File: src/hw/rtl/slwm_pkg.sv
// Shared types, constants and helper functions for the LIKE wildcard matcher.
// No dependencies; used by slwm_front, slwm_back and the top level.
package slwm_pkg;

  localparam int MaxTokens = 32;
  localparam int CntW      = $clog2(MaxTokens + 1);
  localparam int IdxW      = (MaxTokens > 1) ? $clog2(MaxTokens) : 1;
  localparam int CloseLvls = $clog2(MaxTokens + 1);

  localparam logic [7:0] ChrPercent   = 8'h25;
  localparam logic [7:0] ChrUnder     = 8'h5F;
  localparam logic [7:0] ChrBackslash = 8'h5C;
  localparam logic [7:0] ChrUpperA    = 8'h41;
  localparam logic [7:0] ChrUpperZ    = 8'h5A;
  localparam logic [7:0] CaseOffset   = 8'h20;

  typedef enum logic [1:0] {
    KIND_CLEAR   = 2'd0,
    KIND_APPEND  = 2'd1,
    KIND_SUBJECT = 2'd2,
    KIND_EMPTY   = 2'd3
  } kind_t;

  typedef enum logic [1:0] {
    TOK_LIT = 2'd0,
    TOK_ONE = 2'd1,
    TOK_RUN = 2'd2
  } tok_t;

  typedef enum logic [1:0] {
    PC_PLAIN = 2'd0,
    PC_ESC   = 2'd1,
    PC_RUN   = 2'd2,
    PC_ONE   = 2'd3
  } pclass_t;

  typedef struct packed {
    tok_t       typ;
    logic [7:0] chr;
  } token_t;

  typedef struct packed {
    logic [1:0] kind;
    logic [7:0] char_byte;
    logic       last;
  } in_item_t;

  typedef struct packed {
    logic matched;
    logic pattern_overflow;
  } out_item_t;

  // classified item handed from front to back
  typedef struct packed {
    kind_t      kind;
    pclass_t    pclass;
    logic [7:0] chr;
    logic       last;
  } op_t;

  function automatic logic [7:0] fold_case(input logic [7:0] c);
    return (c >= ChrUpperA && c <= ChrUpperZ) ? c + CaseOffset : c;
  endfunction

  // Closes an active set over runs of '%': parallel prefix, log depth.
  // run[i] set: token i is a valid '%' token, so position i reaches i+1.
  function automatic logic [MaxTokens:0] close_runs(input logic [MaxTokens:0] seed,
                                                    input logic [MaxTokens-1:0] run);
    logic [MaxTokens:0] g;
    logic [MaxTokens:0] p;
    logic [MaxTokens:0] gq;
    logic [MaxTokens:0] pq;
    g = seed;
    p = {run, 1'b0};
    for (int l = 0; l < CloseLvls; l++) begin
      gq = g;
      pq = p;
      for (int i = 0; i <= MaxTokens; i++) begin
        if (i >= (1 << l)) begin
          g[i] = gq[i] | (pq[i] & gq[i - (1 << l)]);
          p[i] = pq[i] & pq[i - (1 << l)];
        end
      end
    end
    return g;
  endfunction

endpackage

File: src/hw/rtl/sql_like_wildcard_matcher_top.sv
// Top level of the LIKE wildcard matcher: front classifier and back matcher.
// Depends on slwm_pkg, slwm_front, slwm_back.
//
//   channel | ports                  | accepted when
//   input   | push, full, in_item    | push && !full
//   result  | pop, empty, out_item   | pop && !empty
//
// One item per cycle sustained while the back end is not stalled; each subject
// byte updates the active set in the back end, and a result reaches the output
// ports through the front queue and then the result queue registers.
// Reset clears the pattern and leaves position zero active; the token store
// itself is not cleared. full rises when two classified items wait for the
// back end, which stalls only while both result entries are occupied.
module sql_like_wildcard_matcher_top (
  input  logic                clk,
  input  logic                rst_n,
  input  logic                push,
  output logic                full,
  input  slwm_pkg::in_item_t  in_item,
  output logic                empty,
  input  logic                pop,
  output slwm_pkg::out_item_t out_item
);

  logic          op_valid;
  logic          op_take;
  slwm_pkg::op_t op;

  slwm_front u_front (
    .clk      (clk),
    .rst_n    (rst_n),
    .push     (push),
    .full     (full),
    .in_item  (in_item),
    .op_valid (op_valid),
    .op       (op),
    .op_take  (op_take)
  );

  slwm_back u_back (
    .clk      (clk),
    .rst_n    (rst_n),
    .op_valid (op_valid),
    .op       (op),
    .op_take  (op_take),
    .empty    (empty),
    .pop      (pop),
    .out_item (out_item)
  );

endmodule

File: src/hw/rtl/slwm_front.sv
// Front end: accepts input items, folds case, classifies pattern bytes and
// queues them (two entries) for the back end. Depends on slwm_pkg.
module slwm_front (
  input  logic               clk,
  input  logic               rst_n,
  input  logic               push,
  output logic               full,
  input  slwm_pkg::in_item_t in_item,
  output logic               op_valid,
  output slwm_pkg::op_t      op,
  input  logic               op_take
);

  slwm_pkg::op_t q_r [2];
  logic          wp_r, wp_nxt;
  logic          rp_r, rp_nxt;
  logic [1:0]    cnt_r, cnt_nxt;
  slwm_pkg::op_t cls;
  logic          wr;
  logic          rd;

  always_comb begin
    cls.kind = slwm_pkg::kind_t'(in_item.kind);
    cls.chr  = slwm_pkg::fold_case(in_item.char_byte);
    cls.last = in_item.last;
    if (in_item.char_byte == slwm_pkg::ChrBackslash) begin
      cls.pclass = slwm_pkg::PC_ESC;
    end else if (in_item.char_byte == slwm_pkg::ChrPercent) begin
      cls.pclass = slwm_pkg::PC_RUN;
    end else if (in_item.char_byte == slwm_pkg::ChrUnder) begin
      cls.pclass = slwm_pkg::PC_ONE;
    end else begin
      cls.pclass = slwm_pkg::PC_PLAIN;
    end
  end

  assign full     = (cnt_r == 2'd2);
  assign op_valid = (cnt_r != 2'd0);
  assign op       = q_r[rp_r];
  assign wr       = push && !full;
  assign rd       = op_valid && op_take;

  always_comb begin
    wp_nxt  = wr ? ~wp_r : wp_r;
    rp_nxt  = rd ? ~rp_r : rp_r;
    cnt_nxt = cnt_r + {1'b0, wr} - {1'b0, rd};
  end

  always_ff @(posedge clk) begin
    if (!rst_n) begin
      wp_r  <= 1'b0;
      rp_r  <= 1'b0;
      cnt_r <= 2'd0;
    end else begin
      wp_r  <= wp_nxt;
      rp_r  <= rp_nxt;
      cnt_r <= cnt_nxt;
    end
  end

  always_ff @(posedge clk) begin
    if (wr) begin
      q_r[wp_r] <= cls;
    end
  end

endmodule

File: src/hw/rtl/slwm_back.sv
// Back end: token store, bit-parallel active set update with '%' closure,
// and a two-entry result queue. Depends on slwm_pkg.
module slwm_back (
  input  logic                clk,
  input  logic                rst_n,
  input  logic                op_valid,
  input  slwm_pkg::op_t       op,
  output logic                op_take,
  output logic                empty,
  input  logic                pop,
  output slwm_pkg::out_item_t out_item
);

  localparam int N = slwm_pkg::MaxTokens;

  slwm_pkg::token_t               store_r   [N];
  slwm_pkg::token_t               store_nxt [N];
  logic [slwm_pkg::CntW-1:0]      count_r, count_nxt;
  logic                           esc_r, esc_nxt;
  logic                           ovf_r, ovf_nxt;
  logic [N:0]                     active_r, active_nxt;

  logic [N-1:0]                   run_cur;
  logic [N-1:0]                   run_nxt;
  logic [N-1:0]                   step_ok;
  logic [N:0]                     stepped;
  logic [N:0]                     adv;
  logic [N:0]                     restart_vec;
  logic [N:0]                     live_mask;
  logic [slwm_pkg::CntW-1:0]      ovw_pos;
  slwm_pkg::token_t               new_tok;
  logic                           hit;
  logic                           res_wr;
  slwm_pkg::out_item_t            res;

  slwm_pkg::out_item_t            rq_r [2];
  logic                           rwp_r, rwp_nxt;
  logic                           rrp_r, rrp_nxt;
  logic [1:0]                     rcnt_r, rcnt_nxt;
  logic                           rd;

  assign op_take = op_valid && (rcnt_r != 2'd2);

  // per-position decode of the current and next store
  always_comb begin
    for (int i = 0; i < N; i++) begin
      run_cur[i] = (store_r[i].typ == slwm_pkg::TOK_RUN) &&
                   (slwm_pkg::CntW'(i) < count_r);
      step_ok[i] = (slwm_pkg::CntW'(i) < count_r) &&
                   ((store_r[i].typ == slwm_pkg::TOK_ONE) ||
                    ((store_r[i].typ == slwm_pkg::TOK_LIT) && (store_r[i].chr == op.chr)));
      run_nxt[i] = (store_nxt[i].typ == slwm_pkg::TOK_RUN) &&
                   (slwm_pkg::CntW'(i) < count_nxt);
    end
    for (int i = 0; i <= N; i++) begin
      live_mask[i] = (slwm_pkg::CntW'(i) <= count_r);
    end
    stepped[0] = active_r[0] & run_cur[0];
    for (int j = 1; j <= N; j++) begin
      stepped[j] = (active_r[j - 1] & step_ok[j - 1]) |
                   ((j < N) ? (active_r[j] & run_cur[j]) : 1'b0);
    end
  end

  assign adv         = slwm_pkg::close_runs(stepped, run_cur);
  assign restart_vec = slwm_pkg::close_runs({{N{1'b0}}, 1'b1}, run_nxt);
  assign ovw_pos     = count_r - slwm_pkg::CntW'(1);

  // pattern load
  always_comb begin
    store_nxt = store_r;
    count_nxt = count_r;
    esc_nxt   = esc_r;
    ovf_nxt   = ovf_r;
    case (op.pclass)
      slwm_pkg::PC_RUN: new_tok = '{typ: slwm_pkg::TOK_RUN, chr: 8'h00};
      slwm_pkg::PC_ONE: new_tok = '{typ: slwm_pkg::TOK_ONE, chr: 8'h00};
      default:          new_tok = '{typ: slwm_pkg::TOK_LIT, chr: op.chr};
    endcase
    if (op_take) begin
      case (op.kind)
        slwm_pkg::KIND_CLEAR: begin
          count_nxt = '0;
          esc_nxt   = 1'b0;
          ovf_nxt   = 1'b0;
        end
        slwm_pkg::KIND_APPEND: begin
          if (esc_r) begin
            esc_nxt = 1'b0;
            if (count_r != '0) begin
              store_nxt[ovw_pos[slwm_pkg::IdxW-1:0]] = '{typ: slwm_pkg::TOK_LIT, chr: op.chr};
            end
          end else if (count_r >= slwm_pkg::CntW'(N)) begin
            ovf_nxt = 1'b1;
          end else begin
            esc_nxt   = (op.pclass == slwm_pkg::PC_ESC);
            store_nxt[count_r[slwm_pkg::IdxW-1:0]] = new_tok;
            count_nxt = count_r + slwm_pkg::CntW'(1);
          end
        end
        default: ;
      endcase
    end
  end

  // active set and result
  always_comb begin
    active_nxt = active_r;
    res_wr     = 1'b0;
    hit        = 1'b0;
    if (op_take) begin
      case (op.kind)
        slwm_pkg::KIND_SUBJECT: begin
          if (op.last) begin
            active_nxt = restart_vec;
            hit        = adv[count_r];
            res_wr     = 1'b1;
          end else begin
            active_nxt = adv;
          end
        end
        slwm_pkg::KIND_EMPTY: begin
          active_nxt = restart_vec;
          hit        = restart_vec[count_r];
          res_wr     = 1'b1;
        end
        default: begin
          active_nxt = restart_vec;
        end
      endcase
    end
    res.matched          = hit && !ovf_r;
    res.pattern_overflow = ovf_r;
  end

  // result queue
  assign empty    = (rcnt_r == 2'd0);
  assign out_item = rq_r[rrp_r];
  assign rd       = pop && !empty;

  always_comb begin
    rwp_nxt  = res_wr ? ~rwp_r : rwp_r;
    rrp_nxt  = rd ? ~rrp_r : rrp_r;
    rcnt_nxt = rcnt_r + {1'b0, res_wr} - {1'b0, rd};
  end

  always_ff @(posedge clk) begin
    if (!rst_n) begin
      count_r  <= '0;
      esc_r    <= 1'b0;
      ovf_r    <= 1'b0;
      active_r <= {{N{1'b0}}, 1'b1};
      rwp_r    <= 1'b0;
      rrp_r    <= 1'b0;
      rcnt_r   <= 2'd0;
    end else begin
      count_r  <= count_nxt;
      esc_r    <= esc_nxt;
      ovf_r    <= ovf_nxt;
      active_r <= active_nxt;
      rwp_r    <= rwp_nxt;
      rrp_r    <= rrp_nxt;
      rcnt_r   <= rcnt_nxt;
    end
  end

  always_ff @(posedge clk) begin
    store_r <= store_nxt;
    if (res_wr) begin
      rq_r[rwp_r] <= res;
    end
  end

  a_active_in_range: assert property (@(posedge clk) disable iff (!rst_n)
    (active_r & ~live_mask) == '0)
    else $error("active position beyond token count");

  a_clear_restarts: assert property (@(posedge clk) disable iff (!rst_n)
    (op_take && op.kind == slwm_pkg::KIND_CLEAR) |=>
      (count_r == '0 && active_r == {{N{1'b0}}, 1'b1} && !ovf_r && !esc_r))
    else $error("clear did not restart matcher");

  a_esc_has_token: assert property (@(posedge clk) disable iff (!rst_n)
    esc_r |-> (count_r != '0))
    else $error("escape pending without a stored token");

  a_no_match_on_ovf: assert property (@(posedge clk) disable iff (!rst_n)
    res_wr |-> !(res.matched && res.pattern_overflow))
    else $error("match reported with overflowed pattern");

endmodule
File: config.mk
export PLATFORM = sky130hd
export DESIGN_NAME = sql_like_wildcard_matcher_top
export DESIGN_NICKNAME = d
export VERILOG_FILES = /design/src/hw/rtl/slwm_pkg.sv /design/src/hw/rtl/sql_like_wildcard_matcher_top.sv /design/src/hw/rtl/slwm_front.sv /design/src/hw/rtl/slwm_back.sv
export SDC_FILE = /design/constraint.sdc
export NUM_CORES = 2
export LEC_CHECK = 0
export BUFFER_PORTS_ARGS = -buffer_cell sky130_fd_sc_hd__buf_2
export CAP_MARGIN = 30
export CORE_ASPECT_RATIO = 1.5
export CORE_MARGIN = 3
export CORE_UTILIZATION = 42
export CTS_CLUSTER_SIZE = 24
export DETAILED_ROUTE_END_ITERATION = 10
export HOLD_SLACK_MARGIN = 0.06
export PLACE_DENSITY = 0.65
export SLEW_MARGIN = 20
export SYNTH_ARGS = -nofsm -noshare
export SYNTH_HDL_FRONTEND = slang
export SYNTH_SLANG_ARGS = --single-unit
File: constraint.sdc
create_clock -name clk -period 24.6 [get_ports clk]
set_input_delay 4.92 -clock clk [delete_from_list [all_inputs] [get_ports clk]]
set_output_delay 4.92 -clock clk [all_outputs]
set_load 0.005 [all_outputs]
==> run summary <==
Power Total - 2.77 mW
final slew viol count - 0
Cell Pwr Density - 88.7 nW/µm²
R2R Path End - u_back.rq_r[1][1]$_DFFE_PP_
fin area - 31200 µm²
Synth Area in Simple Gates - 0.185
antenna-violating nets left - 0
synth top area cells - edfxtp_1 30%, xnor2_1 8.1%, dfxtp_1 7.9%
Worst-Skew Late Latency - 0.62 ns
max-cap violations - 0
syn_nets - 3478
worst path cell trace - buf_4, inv_2, ha_1, inv_1, o211ai_1, o32ai_1, a2bb2oi_1, nor2b_1, a21boi_0, and2_1, and4_1, and2_1, nand3_1, or2_2, or3_1, o2111ai_1, a41o_1
top cell type's share of synthesized area - 0.298
R2R Setup Slk - 17.47 ns
VDD IR max - 94.5 µV
placed cell area - 29800 µm²
die area - 71900 µm²
WL per Instance - 25.8 µm
Die Height - 327 µm
Hold Crit Start - u_back.active_r[12]$_SDFFE_PN0P_
CTS tree - built
vias - 27745
H-tree depth - 2
Post-CTS Setup Repair Bufs - 0
setup TNS - 0 ns
Gate power share - 0.402
Final nets - 3342
Worst Slack Setup Final - 17.47 ns
setup violators final - 0
post_cts resized - 0
DP Worst Slack - 17.83 ns
Async SR Flop Fraction - 0
initial core utilization - 0.424
fmax - 140 MHz
Post-Synth XOR/XNOR Area - 0.0814
initial antenna violation count - 3
Post-synth EDFFs - 286
GP Congestion - 1.05
Leak Pwr - 9.67 nW
CP Class - reg2reg
synthesized area per cell - 8.35 µm²
1st-iter DRT viols - 3821
P_int - 1.65 mW
Critical-path top delay cell - o211ai_1
Worst setup SP type - flop
warnings from Yosys - 0
WHS - 0.469 ns
Filler Cell Count - 6604
mux cell area share after synthesis - 0.0541
clock skew - 0.0224 ns
P_sw - 1.12 mW
IO buf count - 18
Setup crit end kind - flop
Top Ports - 19
hold-fix buffers at CTS - 0
Flop pwr share - 0.348
max incr delay on CP - 0.91 ns
fin crit period - 7.13 ns
Worst Reg-to-Reg Cells - 17
Root Driver - clkbuf_16
Cells after Synth - 3452
power share of the clock group - 0.250
CP max FO - 39
# DRC - 0
CTS Buffer Depth - 3
Clk pin slew, worst setup/hold paths - 0.06 ns
layout cells sized above 1 - 0.0735
global-route usage over all layers - 0.295
Distinct cells, synth - 99
Worst Path Required - 25.07 ns
first-pass detailed-route iteration total - 8
Synth Register Bits - 400
Post-Syn Area - 28800 µm²
Hold Path Class - reg2reg
synth-to-layout area growth - 8.34%
drt total wl - 109000 µm
Sink Count - 400
core area - 67900 µm²
post-synthesis sequential area ratio - 0.377
Via density - 6.54
row count - 117
Post-DP HPWL - 71400 µm
largest net degree at the start of global routing - 187
most frequent cell on the critical path - and2_1
vias in the first global route - 26128
RSZ-0062 raised after global routing - false
post-synthesis adder-cell area fraction - 0.00477
largest family of logic cells by synthesized area - compound AO/OA/AOI/OAI gates
Final Cycle Share - 0.290
grt ovf - 0
Hold Path End - u_back.active_r[12]$_SDFFE_PN0P_
die width - 220 µm
CP Data Arrival Time - 7.60 ns
first-pass GRT wire length - 164000 µm
CTS Buf Count - 43
worst-margin pin slew - 1.21 ns
post-synthesis compound-gate area fraction - 0.250
Synth area leader - edfxtp_1
status - finished, final reports clean
switch share - 0.406
final hold viol count - 0
worst r2r src - u_back.count_r[0]$_SDFF_PN0_
ys flop type - edfxtp_1
Worst Hold Depth - 2
Rel. slew slack - 0.197
## layout make-up
class | instances | area [µm²] | share of cell area
timing repair buffer | 110 | 891 | 0.0285
multi-input combinational | 2711 | 16700 | 0.536
tap | 892 | 1120 | 0.0357
inverter | 50 | 188 | 0.00601
clock inverter | 23 | 251 | 0.00805
clock buffer | 54 | 1170 | 0.0374
antenna | 2 | 5.00 | 0.000160
sequential | 400 | 10900 | 0.348
## per-layer routing
| metal | global-route usage | routed length [µm] | up-vias |
|---|---|---|---|
| met4 | 0.185 | 8280 | 0 |
| met3 | 0.0631 | 9990 | 444 |
| met2 | 0.464 | 49800 | 1497 |
| li1 | - | - | 12537 |
| met1 | 0.367 | 41300 | 13267 |
| met5 | 0 | 0 | - |
## worst max path at each step
stage,start,to
5_1_grt,u_back.count_r[0]$_SDFF_PN0_,u_back.rq_r[1][1]$_DFFE_PP_
3_3_place_gp,u_back.count_r[0]$_SDFF_PN0_,u_back.rq_r[0][1]$_DFFE_PP_
2_1_floorplan,flop,u_back.store_r[0]$_DFFE_PP_
3_5_place_dp,u_back.count_r[0]$_SDFF_PN0_,u_back.rq_r[0][1]$_DFFE_PP_
4_1_cts,u_back.count_r[0]$_SDFF_PN0_,u_back.rq_r[1][1]$_DFFE_PP_
6_report,u_back.count_r[0]$_SDFF_PN0_,u_back.rq_r[1][1]$_DFFE_PP_
## cells by family after synthesis
kind of cell             Yosys count
AND/OR/NAND/NOR                 1119
adder cells (fa/ha/maj)           11
multiplexers                     154
AO/OA/AOI/OAI                   1159
buffers and inverters            341
flip-flops                       400
XOR/XNOR                         268
## power groups by stage
stage               Combinational [mW]  Sequential [mW]  Clock [mW]
detailed placement                1.09            0.975           0
finish                            1.11            0.965       0.692
floorplan                        0.748             1.00           0
global placement                  1.07            0.973           0
global route                      1.18            0.975       0.719
CTS                               1.09            0.962       0.697
## cell usage after synthesis (8+ instances only)
cell type	n
o21a_1	13
mux2_2	8
dfxtp_1	114
nand2b_1	32
o211ai_1	17
buf_2	42
a21boi_0	24
a221oi_1	14
nand2_1	194
nand3_1	64
nor2_1	509
or2_2	12
and2_1	30
o221ai_1	8
o21bai_1	9
a22o_1	26
edfxtp_1	286
o311ai_0	8
nor3b_1	28
a21oi_1	442
buf_1	12
ha_1	11
o31ai_1	19
nor4_1	78
a31oi_1	20
a211oi_1	21
nor3_1	46
nor4b_1	9
or3_1	13
o32ai_1	8
mux2i_1	144
o41ai_1	9
inv_1	47
xnor2_1	267
o21ai_0	141
and3_1	21
clkbuf_1	228
a211o_1	9
nor2b_1	27
a22oi_1	14
o22ai_1	268
## state kept, by name (all words and copies together) (netlist names), named ones only
| register | cells |
|---|---|
| u_back.ovf_r | 1 |
| u_back.esc_r | 1 |
| u_front.wp_r | 1 |
| u_back.rq_r | 4 |
| u_front.q_r | 26 |
| u_back.store_r | 320 |
| u_front.rp_r | 1 |
| u_back.rrp_r | 1 |
| u_back.active_r | 32 |
| u_back.rcnt_r | 2 |
| u_front.cnt_r | 2 |
| u_back.rwp_r | 1 |
| u_back.count_r | 6 |
## through the flow
stage,instances,util
after detailed placement,4158,0.438
after CTS,4235,0.459
final,4242,0.460
after floorplan,3452,-
after global placement,4145,0.436
after global routing,4240,0.460
## cells in the final DEF, fill, tap and decap left out, drive strengths merged, types with 32 or more instances in the layout
master / netlist / final
nor2: 509 / 509
a21oi: 442 / 442
edfxtp: 286 / 286
o22ai: 268 / 268
xnor2: 267 / 267
nand2: 194 / 194
mux2i: 145 / 145
o21ai: 142 / 142
dfxtp: 114 / 114
buf: 63 / 110
nor4: 79 / 79
nand3: 66 / 66
clkbuf: 228 / 54
inv: 48 / 50
nor3: 47 / 47
nand2b: 32 / 32
## critical path: cells and delay by family, from the launching register on
| kind | cells | cell delay, ns |
|---|---|---|
| AOI/OAI and AO/OA | 6 | 2.28 |
| buffers and inverters | 3 | 1.26 |
| DFF | 1 | 0.30 |
| and+or+nand+nor | 7 | 2.23 |
| adders and majority gates | 1 | 0.86 |
(Power assumes the default switching activity.)
